File: config.mk
export PLATFORM = sky130hd
export DESIGN_NAME = hte_front
export DESIGN_NICKNAME = d
export VERILOG_FILES = /design/src/sv/hte_pkg.sv /design/src/sv/hte_front.sv
export SDC_FILE = /design/constraint.sdc
export NUM_CORES = 1
export LEC_CHECK = 0
export ABC_AREA = 1
export BUFFER_PORTS_ARGS = -buffer_cell sky130_fd_sc_hd__clkbuf_2
export CAP_MARGIN = 20
export CORE_ASPECT_RATIO = 0.6
export CORE_UTILIZATION = 61
export CTS_CLUSTER_SIZE = 25
export DETAILED_ROUTE_END_ITERATION = 10
export PLACE_DENSITY = 0.89
export SLEW_MARGIN = 20
export SYNTH_ARGS = -nofsm -noshare
export SYNTH_HDL_FRONTEND = slang
export SYNTH_SLANG_ARGS = --single-unit
File: constraint.sdc
create_clock -name clk -period 8.94 [get_ports clk]
set_input_delay 0.447 -clock clk [delete_from_list [all_inputs] [get_ports clk]]
set_output_delay 0.447 -clock clk [all_outputs]
set_load 0.05 [all_outputs]
File: src/sv/hte_pkg.sv
// Package for the hash table engine: sizes, codes, request type and hash step.
package hte_pkg;
	localparam int Capacity  = 256;
	localparam int IdxW      = 8;
	localparam int CntW      = 9;
	localparam int KeyW      = 64;
	localparam int ValW      = 32;
	localparam int KeyBytes  = 8;
	localparam logic [31:0] FnvBasis = 32'd2166136261;
	localparam logic [31:0] FnvPrime = 32'd16777619;
	localparam logic [3:0]  StrideMask = 4'hF;

	typedef enum logic [1:0] {
		OP_INSERT = 2'd0,
		OP_FIND   = 2'd1,
		OP_REMOVE = 2'd2,
		OP_NONE   = 2'd3
	} op_t;

	typedef enum logic [1:0] {
		ST_OK   = 2'd0,
		ST_DUP  = 2'd1,
		ST_NF   = 2'd2,
		ST_FULL = 2'd3
	} status_t;

	typedef enum logic [1:0] {
		MARK_EMPTY = 2'd0,
		MARK_LIVE  = 2'd1,
		MARK_TOMB  = 2'd2,
		MARK_RSVD  = 2'd3
	} mark_t;

	// Hashed, normalized request handed from front to back
	typedef struct packed {
		op_t              op;
		logic [KeyW-1:0]  key;
		logic [3:0]       len;
		logic [ValW-1:0]  value;
		logic [31:0]      hash;
	} req_t;

	// One FNV-1a byte step
	function automatic logic [31:0] fnv_step(input logic [31:0] h, input logic [7:0] b);
		logic [31:0] x;
		x = h ^ {24'd0, b};
		return x * FnvPrime;
	endfunction
endpackage

File: src/sv/hte_front.sv
// Front end: normalizes the key and hashes it one byte per cycle.
module hte_front (
	input  logic            clk,
	input  logic            arst_n,
	input  logic            push,
	output logic            full,
	input  logic [1:0]      opcode,
	input  logic [63:0]     key_bytes,
	input  logic [3:0]      key_length,
	input  logic [31:0]     value_in,
	output logic            req_valid,
	input  logic            req_ready,
	output hte_pkg::req_t   req
);
	import hte_pkg::*;

	logic        busy_q, done_q;
	logic [3:0]  len_q, cnt_q;
	logic [31:0] hash_q;
	req_t        req_q;
	logic [3:0]  len_n;
	logic [63:0] kmask;

	// Clamp length to 1..8 and mask unused bytes
	always_comb begin
		len_n = key_length;
		if (len_n == 4'd0) len_n = 4'd1;
		if (len_n > 4'(KeyBytes)) len_n = 4'(KeyBytes);
		kmask = '1;
		if (len_n < 4'd8) kmask = (64'd1 << {len_n, 3'b000}) - 64'd1;
	end

	assign full      = busy_q;
	assign req_valid = done_q;
	always_comb begin
		req = req_q;
		req.hash = hash_q;
	end

	always_ff @(posedge clk or negedge arst_n) begin
		if (!arst_n) begin
			busy_q <= 1'b0;
			done_q <= 1'b0;
		end else begin
			if (!busy_q && push) begin
				busy_q <= 1'b1;
				done_q <= 1'b0;
			end else if (busy_q && !done_q && cnt_q == len_q) begin
				done_q <= 1'b1;
			end else if (done_q && req_ready) begin
				done_q <= 1'b0;
				busy_q <= 1'b0;
			end
		end
	end

	// Payload and hash iteration
	always_ff @(posedge clk) begin
		if (!busy_q && push) begin
			req_q.op    <= op_t'(opcode);
			req_q.key   <= key_bytes & kmask;
			req_q.len   <= len_n;
			req_q.value <= value_in;
			req_q.hash  <= '0;
			len_q       <= len_n;
			cnt_q       <= 4'd0;
			hash_q      <= FnvBasis;
		end else if (busy_q && !done_q && cnt_q != len_q) begin
			hash_q <= fnv_step(hash_q, req_q.key[{cnt_q[2:0], 3'b000} +: 8]);
			cnt_q  <= cnt_q + 4'd1;
		end
	end
endmodule

==> flow_summary_export.csv, run 1 <==
group,metric,value,unit
worst_setup_path,worstSetupPathType,"register to register",
detailed_routing,drt-pass1-iter-count,6,
die,placement_rows,39,
detailed_routing,drt-total-wl,34910,um
synth,postSynthRegisterBits,140,
synth,yosys_warnings,0,
sta,final_min_period_over_clock_period,0.7947,
synth,flip_flop_cell_with_the_highest_count_after_synthesis,"sky130_fd_sc_hd__edfxtp_1",
worst_setup_path,worst_path_most_repeated_cell,"sky130_fd_sc_hd__nand2_1",
detailed_routing,drt-vias-per-instance,5.611,
final_layout,layout.nets,1962,
sta,final-hold-violation-count,0,
global_route,grt_pass1_wl,54390,um
final_layout,synthesis_to_finish_area_growth,16.28,%
detailed_routing,final_antenna_net_count,0,
sta,setup_total_negative_slack,0,ns
die,io_pins,242,
global_route,gr-usage-all-layers,0.3571,
synth,synth.lib_cells_used.distinct,50,
die,start_util,0.6275,
detailed_routing,wl_per_instance,18.61,um
global_route,grt_most_used_layer,"met2",
synth,synth_cells,1367,
run_status,run_status,"completed",
sta,worst-slew-pin-transition,1.012,ns
clocking,clock_latency_late_sink,0.44,ns
placed_design,dpl.hpwl,27770,um
clocking,cts-root-to-sink-buffers,2,
global_route,gr-usage-met1,0.5228,
hold_path,holdCritStartpoint,"value_in[27]",
sta,timing.final.crit_period,7.105,ns
clocking,cts_buffers,17,
detailed_routing,detailedRoute.firstIterationViolations,975,
hold_path,hold_class,"input port to register",
global_route,met3_usage,0.09166,
sta,clock_skew,0.01034,ns
die,floorplan.die.width,183.3,um
worst_setup_path,cp_slowest_cell,"sky130_fd_sc_hd__inv_1",
global_route,grt.overflow.total,0,
worst_setup_path,r2r.worst_path.cells,28,
synth,postSynth.asyncResetShare,0.01429,
sta,fmax,140.8,MHz
synth,post_synth.cell_area_avg,8.802,um^2
die,fp.coreArea,19180,um^2
global_route,grt_pass1_vias,10225,
worst_setup_path,critPathBufInv,6,
die,design.die.area,20310,um^2
synth,post_synthesis_sequential_area_ratio,0.3186,
worst_setup_path,critPathMaxFanout,39,
clocking,cts_tree,"built",
hold_path,timing.hold.worst_endpoint,"req[59]",
sta,rsz0062_at_grt,"false",
worst_setup_path,crit_family,"adder cells",
clocking,cts.reportedPaths.clkPinSlew,0.06,ns
placed_design,count_of_input_and_output_buffers,241,
synth,syn-num-nets,1732,
worst_setup_path,critical_path.reg2reg.endpoint,"hash_q[29]",
clocking,cts_htree_levels,4,
final_layout,n_antenna_cell,0,
final_layout,nFillCells,1430,
hold_path,worstHoldPathCells,1,
global_route,grt_antenna_before_repair,0,
final_layout,drive_above_1_share,0.1863,
worst_setup_path,critPathArrivalTime,7.44,ns
worst_setup_path,reg2reg_setup_slack,1.84,ns
clocking,cts.root.buffer_cell,"sky130_fd_sc_hd__clkbuf_16",
global_route,grt_max_degree,66,
sta,setup-violations-final,0,
sta,maxSlewHeadroom,0.3219,
synth,synth.cell_area,12030,um^2
worst_setup_path,regToRegStartpoint,"cnt_q[0]",
synth,number_of_synthesized_flops_with_an_enable_pin,102,
clocking,cts_num_sinks,140,
sta,final-max-slew-violation-count,0,
global_route,grt_use_met2,0.5229,
flow_run,cap_violations,0,
worst_setup_path,crit_path_start_kind,"register",
worst_setup_path,timing.critical_path.slowest_cell_delay,0.76,ns
worst_setup_path,worst_ep_required_time,9.27,ns
worst_setup_path,timing.critical_path.to_type,"register",
detailed_routing,route.vias.total,10526,
die,die_h,110.8,um
placed_design,gp_congestion,0.9994,
detailed_routing,post-route-drc-count,0,
worst max-delay path by stage:
| stage | start | to | slack, ns | cells past startpoint |
|---|---|---|---|---|
| 2_1_floorplan | cnt_q[0] | hash_q[27] | 3.44 | 26 |
| 3_3_place_gp | cnt_q[0] | hash_q[29] | 2.33 | 29 |
| 3_5_place_dp | cnt_q[0] | hash_q[29] | 2.13 | 28 |
| 4_1_cts | cnt_q[0] | hash_q[29] | 1.99 | 28 |
| 5_1_grt | cnt_q[0] | hash_q[29] | 1.36 | 28 |
| 6_report | cnt_q[0] | hash_q[29] | 1.84 | 28 |
worst register-to-register path, delay by kind of cell (launching register included):
family	cells	cell delay [ns]
flops	1	0.30
buf+inv	6	1.43
compound gates	4	0.91
fa+ha+maj	8	3.03
simple gates	10	1.34
cells in the mapped netlist, drive strengths merged (10+ instances only):
cell type | n | area [um^2]
clkbuf | 17 | 63.81
ha | 185 | 2315
edfxtp | 102 | 3063
inv | 337 | 1267
a21oi | 67 | 339.1
o21ai | 71 | 366.6
dfxtp | 36 | 720.7
nand2 | 167 | 634.4
nand3 | 55 | 295.3
fa | 74 | 1481
nor2 | 143 | 541.8
buf | 17 | 153.9
xor2 | 12 | 127.6
xnor2 | 20 | 190.2
nand4 | 10 | 62.56
kinds of logic (layout without fill, tap and decap cells):
kind of cell | count (synthesis) | count (layout) | synth area share
buffers and inverters | 373 | 616 | 0.1241
xor gates and xnor gates | 32 | 32 | 0.02641
adders and majority gates | 259 | 259 | 0.3155
other | 1 | 1 | 0.0003116
and+or+nand+nor | 389 | 389 | 0.1342
AOI/OAI and AO/OA | 173 | 173 | 0.08090
DFF | 140 | 140 | 0.3186
layer usage:
metal,vias up,part of all wire
met4,2,0.020
met1,4993,0.43
met5,-,0.0016
met2,655,0.42
li1,4805,-
met3,71,0.13
placed cells by master, fill, tap and decap left out, drive strengths merged, types with 5 or more instances in the layout:
| master | n |
|---|---|
| o22ai | 6 |
| o21ai | 71 |
| nor2 | 143 |
| dfxtp | 36 |
| o21bai | 5 |
| xnor2 | 20 |
| ha | 185 |
| fa | 74 |
| nor3 | 8 |
| xor2 | 12 |
| nand2 | 167 |
| o211ai | 6 |
| nand4 | 10 |
| nand3 | 55 |
| edfxtp | 102 |
| inv | 341 |
| a21oi | 67 |
| clkbuf | 261 |
layout make-up:
type,count,area (um^2),share of cell area
multi-input combinational,854,6709,0.4795
sequential,140,3834,0.2740
inverter,339,1277,0.09130
timing repair buffer,245,1239,0.08853
clock buffer,20,436.7,0.03121
tap,266,332.8,0.02379
clock inverter,12,163.9,0.01171
flip-flops by register name (all words and copies together), names as in the netlist:
name / flops
req: 102
full: 1
cnt_q: 4
req_valid: 1
hash_q: 32
stage by stage:
| step | std cells | util | cell area (um^2) | setup WS (ns) | hold slack, ns |
|---|---|---|---|---|---|
| after floorplan | 1367 | - | 12030 | 3.439 | 0.1514 |
| after global placement | 1843 | 0.6977 | 13380 | 2.326 | 0.2412 |
| after detailed placement | 1843 | 0.6977 | 13380 | 2.132 | 0.2390 |
| after CTS | 1876 | 0.7295 | 13990 | 1.991 | 0.1796 |
| after global routing | 1876 | 0.7296 | 13990 | 1.358 | 0.1760 |
| final | 1876 | 0.7296 | 13990 | 1.835 | 0.1851 |
timing repair:
action | 4_1_cts | 5_1_grt
gates resized for setup | 0 | 0
hold endpoints to repair | 2 | 0
hold buffers | 1 | 0
buffers inserted | 0 | 0
endpoints found under the setup margin | 0 | 0
Power of run 1 is not shown: default switching activity piles up to over one toggle a cycle in this logic, so the estimate is an artifact.
==> run 2: changes to the inputs <==
- CORE_UTILIZATION: 61 -> 57
- PLACE_DENSITY: 0.89 -> 0.84
- clock period: 8.94 -> 6.7 ns (I/O delays scaled with it)
==> flow_summary_export.csv, run 2 (same netlist as run 1, synthesis figures left out) <==
group,metric,value,unit
final_layout,layout.cells.most_common,"sky130_fd_sc_hd__inv_1",
sta,final-hold-violation-count,0,
global_route,grt_antenna_before_repair,0,
detailed_routing,detailedRoute.firstIterationViolations,905,
die,floorplan.die.width,189.6,um
flow_run,cap_violations,0,
final_layout,final_core_util,0.6933,
worst_setup_path,cp_slowest_cell,"sky130_fd_sc_hd__fa_1",
hold_path,holdCritStartpoint,"opcode[0]",
detailed_routing,wl_per_instance,17.97,um
sta,fmax,158.6,MHz
sta,final-max-slew-violation-count,0,
clocking,cts-root-to-sink-buffers,2,
worst_setup_path,worst_path_most_repeated_cell,"sky130_fd_sc_hd__nand2_1",
final_layout,synthesis_to_finish_area_growth,17.07,%
worst_setup_path,critPathMaxFanout,24,
sta,clock_skew,0.009817,ns
sta,worst-slew-pin-transition,0.9466,ns
sta,timing.final.crit_period,6.305,ns
global_route,grt_most_used_layer,"met1",
detailed_routing,drt-pass1-iter-count,5,
worst_setup_path,worst_ep_required_time,7.06,ns
clocking,cts.reportedPaths.clkPinSlew,0.07,ns
clocking,clock_latency_late_sink,0.43,ns
worst_setup_path,critPathArrivalTime,6.67,ns
global_route,grt_pass1_wl,53480,um
global_route,gr-usage-met1,0.4791,
detailed_routing,route.vias.total,10260,
placed_design,dpl.hpwl,27400,um
final_layout,drive_above_1_share,0.1936,
hold_path,hold_class,"input port to register",
worst_setup_path,crit_path_start_kind,"register",
global_route,gr-usage-all-layers,0.3290,
worst_setup_path,regToRegStartpoint,"cnt_q[0]",
die,start_util,0.5922,
sta,maxSlewHeadroom,0.3689,
final_layout,largest_register_ffs,102,
worst_setup_path,worstSetupPathType,"register to register",
global_route,grt_use_met2,0.4769,
clocking,cts_tree,"built",
die,placement_rows,40,
final_layout,layout.nets,1974,
die,io_pins,242,
worst_setup_path,reg2reg_setup_slack,0.40,ns
sta,rsz0062_at_grt,"false",
final_layout,multiInputGateArea,6716,um^2
detailed_routing,drt-total-wl,34060,um
worst_setup_path,crit_family,"adder cells",
detailed_routing,final_antenna_net_count,0,
final_layout,register_area,3834,um^2
run_status,run_status,"completed",
worst_setup_path,critical_path.reg2reg.endpoint,"hash_q[18]",
global_route,met3_usage,0.09225,
final_layout,nFillCells,1607,
hold_path,timing.hold.worst_endpoint,"req[132]",
worst_setup_path,timing.critical_path.from,"cnt_q[0]",
clocking,cts_setup_buffers,0,
global_route,grt_pass1_vias,9949,
final_layout,highest_count_cells_in_the_layout_ignoring_fill_and_taps,"sky130_fd_sc_hd__inv_1 (334), sky130_fd_sc_hd__clkbuf_2 (241), sky130_fd_sc_hd__ha_1 (185), sky130_fd_sc_hd__nand2_1 (163), sky130_fd_sc_hd__nor2_1 (141)",
detailed_routing,post-route-drc-count,0,
die,design.die.area,21710,um^2
sta,setup-violations-final,0,
sta,setup_total_negative_slack,0,ns
worst_setup_path,critPathBufInv,5,
placed_design,count_of_input_and_output_buffers,241,
worst_setup_path,r2r.worst_path.cells,29,
global_route,grt_max_degree,75,
hold_path,worstHoldPathCells,1,
clocking,cts_buffers,17,
clocking,cts.root.buffer_cell,"sky130_fd_sc_hd__clkbuf_16",
die,fp.coreArea,20320,um^2
clocking,cts_htree_levels,4,
die,die_h,114.5,um
sta,final_min_period_over_clock_period,0.9410,
final_layout,n_antenna_cell,0,
clocking,cts_num_sinks,140,
detailed_routing,drt-vias-per-instance,5.414,
placed_design,gp_congestion,0.9801,
worst_setup_path,timing.critical_path.to_type,"register",
worst_setup_path,timing.critical_path.slowest_cell_delay,0.54,ns
global_route,grt.overflow.total,0,
-- run 2: worst max-delay path by stage --
stage,slack [ns],cells past startpoint,end
floorplan,1.20,26,hash_q[27]
global placement,0.57,24,hash_q[31]
detailed placement,0.44,24,hash_q[29]
CTS,0.38,24,hash_q[31]
global route,0.09,29,hash_q[23]
finish,0.40,29,hash_q[18]
-- run 2: final cells by class --
class                   instances  share of cell area
flip-flops and latches        140              0.2721
inverters                     339             0.09068
clock inverters                14             0.01137
well taps                     273             0.02425
multi-input cells             854              0.4768
repair buffers                257             0.09432
clock buffers                  18             0.03046
-- run 2: what timing repair did --
item                                    CTS  global route
endpoints found under the setup margin    0            11
hold buffers                              1             0
gates resized for setup                   0             2
endpoints found under the hold margin     2             0
-- run 2: per-layer routing --
layer / part of all wire / up-vias
li1: - / 4819
met1: 0.45 / 4850
met2: 0.41 / 534
met3: 0.12 / 55
met4: 0.016 / 2
met5: 0.0021 / -
-- run 2: worst register-to-register path, delay by kind of cell (launching register included) --
kind | cells | cell delay [ns]
fa+ha+maj | 7 | 2.74
xor+xnor | 1 | 0.50
simple gates | 14 | 1.71
flops | 1 | 0.32
buf+inv | 5 | 0.72
compound gates | 2 | 0.26
-- run 2: stage by stage --
step	std cells	worst slack (ns)	instance area (um^2)	hold WS, ns
6_report	1895	0.3953	14090	0.07456
3_5_place_dp	1861	0.4382	13470	0.1263
2_1_floorplan	1367	1.199	12030	0.03941
4_1_cts	1894	0.3820	14070	0.06707
5_1_grt	1895	0.08861	14090	0.05917
3_3_place_gp	1861	0.5726	13470	0.1247
Power of run 2 is left out for the same reason.
