$ cat src/sv/hte_pkg.sv
// Package for the hash table engine: sizes, codes, request type and hash step.
package hte_pkg;
	localparam int Capacity  = 256;
	localparam int IdxW      = 8;
	localparam int CntW      = 9;
	localparam int KeyW      = 64;
	localparam int ValW      = 32;
	localparam int KeyBytes  = 8;
	localparam logic [31:0] FnvBasis = 32'd2166136261;
	localparam logic [31:0] FnvPrime = 32'd16777619;
	localparam logic [3:0]  StrideMask = 4'hF;

	typedef enum logic [1:0] {
		OP_INSERT = 2'd0,
		OP_FIND   = 2'd1,
		OP_REMOVE = 2'd2,
		OP_NONE   = 2'd3
	} op_t;

	typedef enum logic [1:0] {
		ST_OK   = 2'd0,
		ST_DUP  = 2'd1,
		ST_NF   = 2'd2,
		ST_FULL = 2'd3
	} status_t;

	typedef enum logic [1:0] {
		MARK_EMPTY = 2'd0,
		MARK_LIVE  = 2'd1,
		MARK_TOMB  = 2'd2,
		MARK_RSVD  = 2'd3
	} mark_t;

	// Hashed, normalized request handed from front to back
	typedef struct packed {
		op_t              op;
		logic [KeyW-1:0]  key;
		logic [3:0]       len;
		logic [ValW-1:0]  value;
		logic [31:0]      hash;
	} req_t;

	// One FNV-1a byte step
	function automatic logic [31:0] fnv_step(input logic [31:0] h, input logic [7:0] b);
		logic [31:0] x;
		x = h ^ {24'd0, b};
		return x * FnvPrime;
	endfunction
endpackage

$ cat src/sv/hte_fifo.sv
// Two-entry queue between the front end and the probe engine.
module hte_fifo (
	input  logic          clk,
	input  logic          arst_n,
	input  logic          in_valid,
	output logic          in_ready,
	input  hte_pkg::req_t in_data,
	output logic          out_valid,
	input  logic          out_ready,
	output hte_pkg::req_t out_data
);
	import hte_pkg::*;

	req_t       mem_q [2];
	logic       wp_q, rp_q;
	logic [1:0] cnt_q;
	logic       wr, rd;

	assign in_ready  = cnt_q != 2'd2;
	assign out_valid = cnt_q != 2'd0;
	assign out_data  = mem_q[rp_q];
	assign wr = in_valid && in_ready;
	assign rd = out_valid && out_ready;

	always_ff @(posedge clk or negedge arst_n) begin
		if (!arst_n) begin
			wp_q <= 1'b0;
			rp_q <= 1'b0;
			cnt_q <= 2'd0;
		end else begin
			if (wr) wp_q <= ~wp_q;
			if (rd) rp_q <= ~rp_q;
			cnt_q <= cnt_q + {1'b0, wr} - {1'b0, rd};
		end
	end

	always_ff @(posedge clk) begin
		if (wr) mem_q[wp_q] <= in_data;
	end
endmodule

$ cat config.mk
export PLATFORM = sky130hd
export DESIGN_NAME = hte_fifo
export DESIGN_NICKNAME = d
export VERILOG_FILES = /design/src/sv/hte_pkg.sv /design/src/sv/hte_fifo.sv
export SDC_FILE = /design/constraint.sdc
export NUM_CORES = 1
export LEC_CHECK = 0
export BUFFER_PORTS_ARGS = -buffer_cell sky130_fd_sc_hd__buf_2
export CORE_ASPECT_RATIO = 1.2
export CORE_MARGIN = 2
export CORE_UTILIZATION = 55
export DETAILED_ROUTE_END_ITERATION = 8
export GPL_ROUTABILITY_DRIVEN = 0
export PLACE_DENSITY = 0.83
export SYNTH_ARGS = -nofsm -noshare
export SYNTH_HDL_FRONTEND = slang
export SYNTH_SLANG_ARGS = --single-unit
$ cat constraint.sdc
create_clock -name clk -period 11.6 [get_ports clk]
set_input_delay 0.58 -clock clk [delete_from_list [all_inputs] [get_ports clk]]
set_output_delay 0.58 -clock clk [all_outputs]
set_load 0.02 [all_outputs]
==> results of run 1 <==
## worst max-delay path: stages, from the launching register on
cell	delay, ns
dfrtp_4	1.03
buf_4	0.94
mux2_2	0.44
buf_2	0.16
## power by group through the flow
stage,sequential (mW),combinational (mW),clock [mW]
after floorplan,1.44,0.826,0
after global placement,1.45,1.07,0
after detailed placement,1.47,1.10,0
after CTS,1.45,1.10,0.815
after global routing,1.47,1.15,0.854
final,1.45,1.09,0.801
## placed cells by master (no fill, tap or decap), drive strengths merged
master,n
and2,1
and3,1
buf,277
bufinv,2
clkbuf,31
clkinv,14
clkinvlp,1
dfrtp,4
diode,5
dlygate4sd3,1
edfxtp,268
ha,2
inv,1
mux2,134
nand2,1
nand2b,1
nor2,1
or2,1
xnor2,3
xor2,1
## sequential cells by signal (all words and copies together), names as in the netlist
name	count
mem_q	268
rp_q	1
cnt_q	2
wp_q	1
## metrics by stage
| stage | total power [mW] | setup WS (ns) | hold slack, ns | utilization [%] | area (um2) |
|---|---|---|---|---|---|
| floorplan | 2.26 | 4.65 | 0.284 | - | 10100 |
| global placement | 2.52 | 8.36 | 0.396 | 64.5 | 11600 |
| detailed placement | 2.57 | 8.21 | 0.396 | 64.5 | 11600 |
| CTS | 3.37 | 7.76 | 0.238 | 69.1 | 12500 |
| global route | 3.48 | 7.61 | 0.235 | 69.1 | 12500 |
| finish | 3.34 | 7.76 | 0.257 | 69.1 | 12500 |
## worst max-delay path by stage
| stage | slack, ns | depth (start not counted) | end | start |
|---|---|---|---|---|
| final | 7.76 | 3 | out_data[42] | rp_q$_DFFE_PN0P_ |
| after global routing | 7.61 | 3 | out_data[126] | rp_q$_DFFE_PN0P_ |
| after CTS | 7.76 | 3 | out_data[6] | rp_q$_DFFE_PN0P_ |
| after detailed placement | 8.21 | 5 | mem_q[0][127]$_DFFE_PP_ | in_valid |
| after global placement | 8.36 | 5 | mem_q[0][131]$_DFFE_PP_ | in_valid |
| after floorplan | 4.65 | 3 | mem_q[0][0]$_DFFE_PP_ | cnt_q[1]$_DFF_PN0_ |
## per-layer routing
layer	vias up	routed length (um)	track usage (%)
met4	4	524	7.54
met3	38	1890	7.58
met5	-	26	0
met2	228	10000	33.5
li1	2322	-	-
met1	2529	6970	22.1
## what timing repair did
action | 4_1_cts | 5_1_grt
buffers inserted | 0 | 0
resized for setup | 0 | 0
hold buffers | 1 | 0
endpoints found under the hold margin | 4 | 0
## cells by family after synthesis
logic type    synth area share [%]
flops                         81.0
mux                           16.9
buf+inv                       1.22
simple gates                 0.323
xor+xnor                     0.348
fa+ha+maj                    0.249
## area by class of cell
cell class,instances,area [um2],share of cell area [%]
Sequential cell,272,8150,65.4
Timing Repair Buffer,278,1410,11.3
Tap cell,224,280,2.25
Multi-Input combinational cell,146,1800,14.4
Clock inverter,17,126,1.01
Inverter,1,3.75,0.0301
Antenna cell,5,12.5,0.100
Clock buffer,31,691,5.54
==> flow_summary_export.csv, run 1 <==
group,metric,value,unit
run_status,status,"complete, no violations",
logic_synthesis,syn_inst,434,
clocking,clkTransAtPathRegs,0.06,ns
hold_path,min_from,"in_data[69]",
clocking,cts-root-buf,"clkbuf_16",
clocking,tritoncts,"done",
sta,min_period_over_period,33.1,%
clocking,clockBufferDepth,3,
routing,final_antenna_net_count,0,
sta,period_needed,3.84,ns
power_and_ir_drop,power.internal,2.27,mW
die,die_h,152,um
power_and_ir_drop,switchingPower,1.07,mW
global_route,grt_overflow,0,
clocking,cts_buffers,26,
routing,wl_per_cell,20.0,um
hold_path,hold_end,"mem_q[1][69]$_DFFE_PP_",
hold_path,hp-class,"primary input to flip-flop",
routing,vias_per_cell,5.26,
sta,drv_slew,0,
setup_path,ff2ff_setup_slack,8.36,ns
cells_and_area,nFillCells,1119,
logic_synthesis,ys_seq_area_share,81.0,%
setup_path,critPathKind,"flip-flop to primary output",
logic_synthesis,synthesis.area,0.0101,mm2
logic_synthesis,ys_top_cells_by_area,"edfxtp_1, mux2_2, mux2_4, dfrtp_1, buf_6",
setup_path,rr_endpoint,"mem_q[0][126]$_DFFE_PP_",
routing,num_vias,5121,
hold_path,min_path_cells,1,
setup_path,critPathRequiredTime,11.02,ns
setup_path,critical_path.max_fanout,81,
die,start_util,55.8,%
sta,rsz0062_at_grt,"no",
global_route,antenna_found_initial,9,
power_and_ir_drop,combPwrFrac,32.7,%
placed_design,port-buffer-count,273,
power_and_ir_drop,p_per_area,268,mW/mm2
logic_synthesis,ys_async_sr_fraction,1.47,%
logic_synthesis,synth_top_area_share,80.0,%
logic_synthesis,synth_commonest_cells,"edfxtp_1, mux2_2, mux2_4, buf_2, buf_6",
sta,finalSetupViolations,0,
logic_synthesis,yosysUniqueCellTypes,16,
die,core_area,0.0180,mm2
routing,dr.pass1.iters,4,
die,rows,54,
cells_and_area,layout-drive-gt1-share,60.4,%
logic_synthesis,yosysWarningCount,0,
global_route,track_usage,19.6,%
power_and_ir_drop,clkPwrFrac,24.0,%
clocking,htreeDepth,1,
sta,skew,0.00634,ns
placed_design,dp.cells,920,
power_and_ir_drop,pwr-share-seq,43.3,%
cells_and_area,final-instance-count-excl-fill,974,
logic_synthesis,synth.most_common_cell,"edfxtp_1",
die,ios,274,
global_route,grt_pass1_wl,29.4,mm
setup_path,startpoint_type,"flip-flop",
power_and_ir_drop,p_leak,4.82,nW
routing,first_iter_violations,285,
logic_synthesis,synth_top_cell_by_area,"edfxtp_1",
cells_and_area,syn2layout_area_growth,24.0,%
job,cap_viol_max_count,0,
sta,fin_setup_tns,0,ns
die,die_w,127,um
sta,hold_viol,0,
setup_path,cp-end-kind,"primary output",
clocking,insertion_delay,0.51,ns
placed_design,hpwl,12.8,mm
power_and_ir_drop,ir_drop,224,uV
routing,drc,0,
setup_path,timing.rr.start,"cnt_q[1]$_DFF_PN0_",
logic_synthesis,synth_edf_count,268,
sta,max_slew.worst_pin.slew,1.11,ns
logic_synthesis,syn_nets,574,
logic_synthesis,synth_top_flop_cell,"edfxtp_1",
die,dieArea,0.0194,mm2
cells_and_area,layout.nets,865,
global_route,grt_start_max_net_pins,82,
global_route,grt_pass1_vias,5564,
setup_path,reg2reg_depth,5,
setup_path,cp.arrival,3.26,ns
sta,max-slew-margin-rel,25.8,%
routing,wl,19.4,mm
power_and_ir_drop,netSwitchingFraction,32.2,%
sta,max_freq,0.261,GHz
logic_synthesis,synth_area_per_cell,23.2,um2
logic_synthesis,synth_seq_cells,272,
clocking,cts.sinks,272,
(Power assumes the default switching activity.)
==> inputs of run 2 (changes only) <==
--- a/config.mk
+++ b/config.mk
@@ -5,13 +5,14 @@
 export SDC_FILE = /design/constraint.sdc
 export NUM_CORES = 1
 export LEC_CHECK = 0
+export ABC_AREA = 1
 export BUFFER_PORTS_ARGS = -buffer_cell sky130_fd_sc_hd__buf_2
 export CORE_ASPECT_RATIO = 1.2
 export CORE_MARGIN = 2
-export CORE_UTILIZATION = 55
+export CORE_UTILIZATION = 52
 export DETAILED_ROUTE_END_ITERATION = 8
 export GPL_ROUTABILITY_DRIVEN = 0
-export PLACE_DENSITY = 0.83
+export PLACE_DENSITY = 0.79
 export SYNTH_ARGS = -nofsm -noshare
 export SYNTH_HDL_FRONTEND = slang
 export SYNTH_SLANG_ARGS = --single-unit
==> constraint.sdc (replaced) <==
create_clock -name clk -period 3.95 [get_ports clk]
set_input_delay 0.1975 -clock clk [delete_from_list [all_inputs] [get_ports clk]]
set_output_delay 0.1975 -clock clk [all_outputs]
set_load 0.02 [all_outputs]
==> run 2 against run 1 <==
Effect of this change: clock-buffer cell count grew 2; synthesized area shrank 0.73%; wire length grew 24%; hold slack lost 0.21 ns; combinational power grew to 3.3 times the previous value; highest routed layer is now met4.
==> flow_summary_export.csv, run 2 <==
group,metric,value,unit
sta,rsz0062_at_grt,"no",
logic_synthesis,ys_async_sr_fraction,1.47,%
cells_and_area,reg_top3,"mem_q x268, cnt_q x2",
logic_synthesis,synth_top_flop_cell,"edfxtp_1",
die,die_w,131,um
setup_path,cp-end-kind,"primary output",
setup_path,critical_path.max_fanout,76,
placed_design,placed_area,0.0116,mm2
clocking,cts_buffers,26,
global_route,grt_pass1_wl,35.9,mm
logic_synthesis,synth_top_cell_by_area,"edfxtp_1",
global_route,grt_start_max_net_pins,135,
logic_synthesis,yosysWarningCount,0,
placed_design,hpwl,12.8,mm
logic_synthesis,syn_nets,871,
routing,final_antenna_net_count,0,
cells_and_area,layout-drive-gt1-share,27.5,%
global_route,antenna_found_initial,3,
clocking,cts-root-buf,"clkbuf_16",
setup_path,critPathKind,"flip-flop to primary output",
logic_synthesis,synth_commonest_cells,"nand2_1, edfxtp_1, buf_2, inv_1, buf_4",
routing,num_vias,6941,
job,cap_viol_max_count,0,
setup_path,critPathRequiredTime,3.75,ns
cells_and_area,largest_reg_flops,268,
routing,drc,0,
cells_and_area,layout_commonest_cell,"nand2_1",
clocking,cts.sinks,272,
clocking,post-cts-setup-buffer-count,0,
cells_and_area,final_area,0.0139,mm2
global_route,grt_pass1_vias,7325,
logic_synthesis,synthesis.area,0.00999,mm2
global_route,grt_overflow,0,
sta,finalSetupViolations,0,
die,die_h,156,um
clocking,clockBufferDepth,3,
setup_path,cp.arrival,2.82,ns
sta,skew,0.00890,ns
cells_and_area,layout.nets,1283,
routing,vias_per_cell,4.88,
die,start_util,53.0,%
clocking,hold_buffers,136,
logic_synthesis,yosysUniqueCellTypes,11,
cells_and_area,nFillCells,1135,
die,rows,55,
clocking,clkTransAtPathRegs,0.07,ns
power_and_ir_drop,p_per_area,753,mW/mm2
sta,max_slew.worst_pin.slew,0.832,ns
cells_and_area,largest_register,"mem_q",
logic_synthesis,synth_edf_count,268,
routing,dr.pass1.iters,5,
global_route,track_usage,22.9,%
cells_and_area,syn2layout_area_growth,38.7,%
sta,fin_hold_ws,0.0449,ns
logic_synthesis,synth_top_area_share,80.6,%
sta,min_period_over_period,76.3,%
sta,drv_slew,0,
sta,max-slew-margin-rel,44.6,%
die,core_area,0.0189,mm2
clocking,cts_resized,0,
run_status,status,"complete, no violations",
routing,wl_per_cell,16.9,um
logic_synthesis,synth.most_common_cell,"nand2_1",
setup_path,startpoint_type,"flip-flop",
clocking,tritoncts,"done",
clocking,htreeDepth,1,
die,dieArea,0.0203,mm2
routing,wl,24.0,mm
cells_and_area,final_cell_mix,"nand2_1, buf_2, edfxtp_1, dlygate4sd3_1, clkbuf_16",
placed_design,port-buffer-count,273,
sta,max_freq,0.332,GHz
logic_synthesis,syn_inst,731,
sta,fin_setup_tns,0,ns
die,ios,274,
sta,period_needed,3.02,ns
sta,hold_viol,0,
logic_synthesis,synth_seq_cells,272,
logic_synthesis,synth_area_per_cell,13.7,um2
power_and_ir_drop,p_leak,5.97,nW
hold_path,hp-class,"primary input to asynchronous set/reset pin",
routing,first_iter_violations,492,
logic_synthesis,ys_seq_area_share,81.6,%
logic_synthesis,ys_top_cells_by_area,"edfxtp_1, nand2_1, dfrtp_1, buf_2, buf_6",
clocking,insertion_delay,0.52,ns
power_and_ir_drop,ir_drop,619,uV
cells_and_area,finish.utilization,73.5,%
## run 2: logic make-up after synthesis
kind of cell               share of synthesized area (%)
buffers and inverters                               2.37
adders and majority gates                          0.251
and+or+nand+nor                                     15.8
DFF                                                 81.6
## run 2: final cells by class
class                           count  area, um2  share of cell area (%)
Antenna cell                        3       7.51                  0.0542
Timing Repair Buffer              413       2800                    20.2
Clock buffer                       33        698                    5.04
Multi-Input combinational cell    421       1610                    11.6
Tap cell                          256        320                    2.31
Clock inverter                     15        228                    1.64
Inverter                            9       41.3                   0.298
Sequential cell                   272       8150                    58.9
## run 2: worst max-delay path, cell delays in order (launching register included)
cell and delay [ns]:
dfrtp_4 0.74, inv_4 0.71, buf_12 0.36, nand2_1 0.11
nand2_1 0.11, buf_2 0.18
## run 2: worst paths after layout
kind                                   from                to  slack (ns)  cells after the start
setup / recovery           rp_q$_DFFE_PN0P_     out_data[102]        0.93                      5
min in group clk                   in_valid  wp_q$_DFFE_PN0N_        0.06                      4
max in group asynchronous            arst_n  rp_q$_DFFE_PN0P_        3.75                      2
hold / removal                       arst_n  rp_q$_DFFE_PN0P_        0.04                      2
hold reg to reg            wp_q$_DFFE_PN0N_  wp_q$_DFFE_PN0N_        0.50                      2
setup reg to reg           rp_q$_DFFE_PN0P_  rp_q$_DFFE_PN0P_        1.78                      4
## run 2: report_power, final
| group | internal [mW] | switching (mW) |
|---|---|---|
| Combinational | 1.01 | 2.55 |
| Sequential | 3.94 | 0.262 |
| Clock | 1.64 | 1.02 |
## run 2: stage by stage
stage | setup slack, ns | instances | power [mW]
global placement | 1.50 | 1235 | 7.58
finish | 0.934 | 1422 | 10.4
floorplan | 0.158 | 731 | 6.51
global route | 0.743 | 1420 | 11.0
detailed placement | 1.49 | 1235 | 7.66
CTS | 0.926 | 1419 | 10.4
## run 2: routing by layer
metal | share of wire (%) | GRT usage (%) | up-vias
met5 | 0 | 0 | -
met4 | 3.2 | 8.26 | 0
met3 | 8.8 | 5.66 | 60
met2 | 53 | 42.1 | 358
met1 | 35 | 25.6 | 3226
li1 | - | - | 3297
==> inputs of run 3 (changes only) <==
==> constraint.sdc (replaced) <==
create_clock -name clk -period 2.9 [get_ports clk]
set_input_delay 0.145 -clock clk [delete_from_list [all_inputs] [get_ports clk]]
set_output_delay 0.145 -clock clk [all_outputs]
set_load 0.02 [all_outputs]
==> run 3 against run 2 <==
Effect of this change: critical path depth stayed put; clock skew is 0.0057 ns higher; final area is 0.17% higher; wire length is 1.2% higher; die area stayed put; critical endpoint is now out_data[120]; setup slack worse by 0.18 ns.
==> flow_summary_export.csv, run 3 (synthesis results as in run 2) <==
group,metric,value,unit
run_status,status,"complete, no violations",
cells_and_area,layout.nets,1293,
global_route,grt_start_max_net_pins,136,
power_and_ir_drop,power.internal,8.64,mW
setup_path,startpoint_type,"flip-flop",
clocking,clkTransAtPathRegs,0.06,ns
clocking,tritoncts,"done",
sta,period_needed,2.14,ns
clocking,post-cts-setup-buffer-count,0,
die,start_util,53.0,%
power_and_ir_drop,combPwrFrac,36.9,%
routing,dr.pass1.iters,7,
placed_design,port-buffer-count,273,
clocking,cts-root-buf,"clkbuf_16",
setup_path,ff2ff_setup_slack,1.12,ns
cells_and_area,layout-drive-gt1-share,27.8,%
die,die_h,156,um
setup_path,critPathRequiredTime,2.76,ns
clocking,cts_resized,0,
power_and_ir_drop,netSwitchingFraction,37.7,%
setup_path,critical_path.max_fanout,61,
setup_path,cp.arrival,2.00,ns
sta,drv_slew,0,
global_route,grt_overflow,0,
die,ios,274,
sta,skew,0.0146,ns
global_route,grt_pass1_vias,7456,
power_and_ir_drop,power,13.9,mW
routing,final_antenna_net_count,0,
power_and_ir_drop,pwr-share-seq,40.3,%
die,dieArea,0.0203,mm2
hold_path,hp-class,"primary input to flip-flop",
cells_and_area,reg_top3,"mem_q x268, cnt_q x2",
power_and_ir_drop,clkPwrFrac,22.8,%
setup_path,critPathKind,"flip-flop to primary output",
routing,num_vias,7083,
power_and_ir_drop,switchingPower,5.22,mW
sta,max_freq,0.466,GHz
global_route,antenna_found_initial,5,
clocking,cts.sinks,272,
routing,wl,24.3,mm
routing,drc,0,
sta,fin_ws,0.756,ns
sta,min_period_over_period,73.9,%
routing,vias_per_cell,4.94,
hold_path,min_path_cells,2,
placed_design,hpwl,12.8,mm
global_route,grt_pass1_wl,36.3,mm
sta,finalSetupViolations,0,
clocking,insertion_delay,0.52,ns
clocking,hold_buffers,138,
routing,first_iter_violations,410,
setup_path,cp-end-kind,"primary output",
power_and_ir_drop,ir_drop,713,uV
power_and_ir_drop,p_leak,5.97,nW
clocking,htreeDepth,1,
sta,rsz0062_at_grt,"no",
clocking,clockBufferDepth,3,
sta,hold_viol,0,
routing,wl_per_cell,17.0,um
die,die_w,131,um
cells_and_area,syn2layout_area_growth,38.9,%
cells_and_area,largest_reg_flops,268,
cells_and_area,largest_register,"mem_q",
die,core_area,0.0189,mm2
setup_path,reg2reg_depth,5,
job,cap_viol_max_count,0,
cells_and_area,final_cell_mix,"nand2_1, buf_2, edfxtp_1, dlygate4sd3_1, clkbuf_16",
die,rows,55,
global_route,track_usage,23.3,%
sta,max_slew.worst_pin.slew,0.778,ns
power_and_ir_drop,p_per_area,999,mW/mm2
sta,max-slew-margin-rel,48.2,%
cells_and_area,layout_commonest_cell,"nand2_1",
clocking,cts_buffers,27,
placed_design,dp_slack,1.09,ns
-- run 3: worst paths after layout --
check / start / to
worst max-delay path: rp_q$_DFFE_PN0P_ / out_data[120]
max in group asynchronous: arst_n / rp_q$_DFFE_PN0P_
worst max register to register: cnt_q[0]$_DFF_PN0_ / mem_q[1][48]$_DFFE_PP_
min in group asynchronous: arst_n / cnt_q[0]$_DFF_PN0_
worst min-delay path: in_data[70] / mem_q[1][70]$_DFFE_PP_
worst min register to register: wp_q$_DFFE_PN0N_ / wp_q$_DFFE_PN0N_
-- run 3: critical path: stages (launching register included) --
cell	delay (ns)
dfrtp_4	0.50
inv_4	0.24
buf_12	0.30
nand2_1	0.13
nand2_1	0.10
buf_2	0.17
-- run 3: area by class of cell --
| cell class | count | area [um2] |
|---|---|---|
| clock inverters | 13 | 93.8 |
| well taps | 256 | 320 |
| flip-flops and latches | 272 | 8150 |
| inverters | 9 | 40.0 |
| clock buffers | 36 | 709 |
| repair buffers | 422 | 2920 |
| diodes | 5 | 12.5 |
| fillers | 1146 | 4980 |
| multi-input cells | 421 | 1630 |
-- run 3: metrics by stage --
stage	util [%]	std cells	cell area, um2	hold WS (ns)	setup TNS [ns]
final	73.6	1434	13900	0.353	0
after global routing	73.6	1434	13900	0.342	0
after CTS	73.5	1429	13900	0.323	0
after detailed placement	61.9	1242	11700	-0.0312	0
after global placement	61.9	1242	11700	-0.0295	0
after floorplan	-	731	10000	-0.151	-26.24
-- run 3: routing by layer --
metal | track usage, % | up-vias | part of all wire, %
li1 | - | 3312 | -
met3 | 6.65 | 70 | 8.8
met5 | 0 | - | 0.045
met4 | 9.22 | 2 | 3.3
met1 | 24.7 | 3366 | 34
met2 | 42.9 | 333 | 53
-- run 3: power groups by stage --
stage	registers [mW]	clock network, mW	logic, mW
floorplan	5.65	0	3.22
global route	5.65	3.37	5.58
CTS	5.57	3.21	5.08
finish	5.58	3.16	5.12
global placement	5.60	0	4.83
detailed placement	5.64	0	4.91
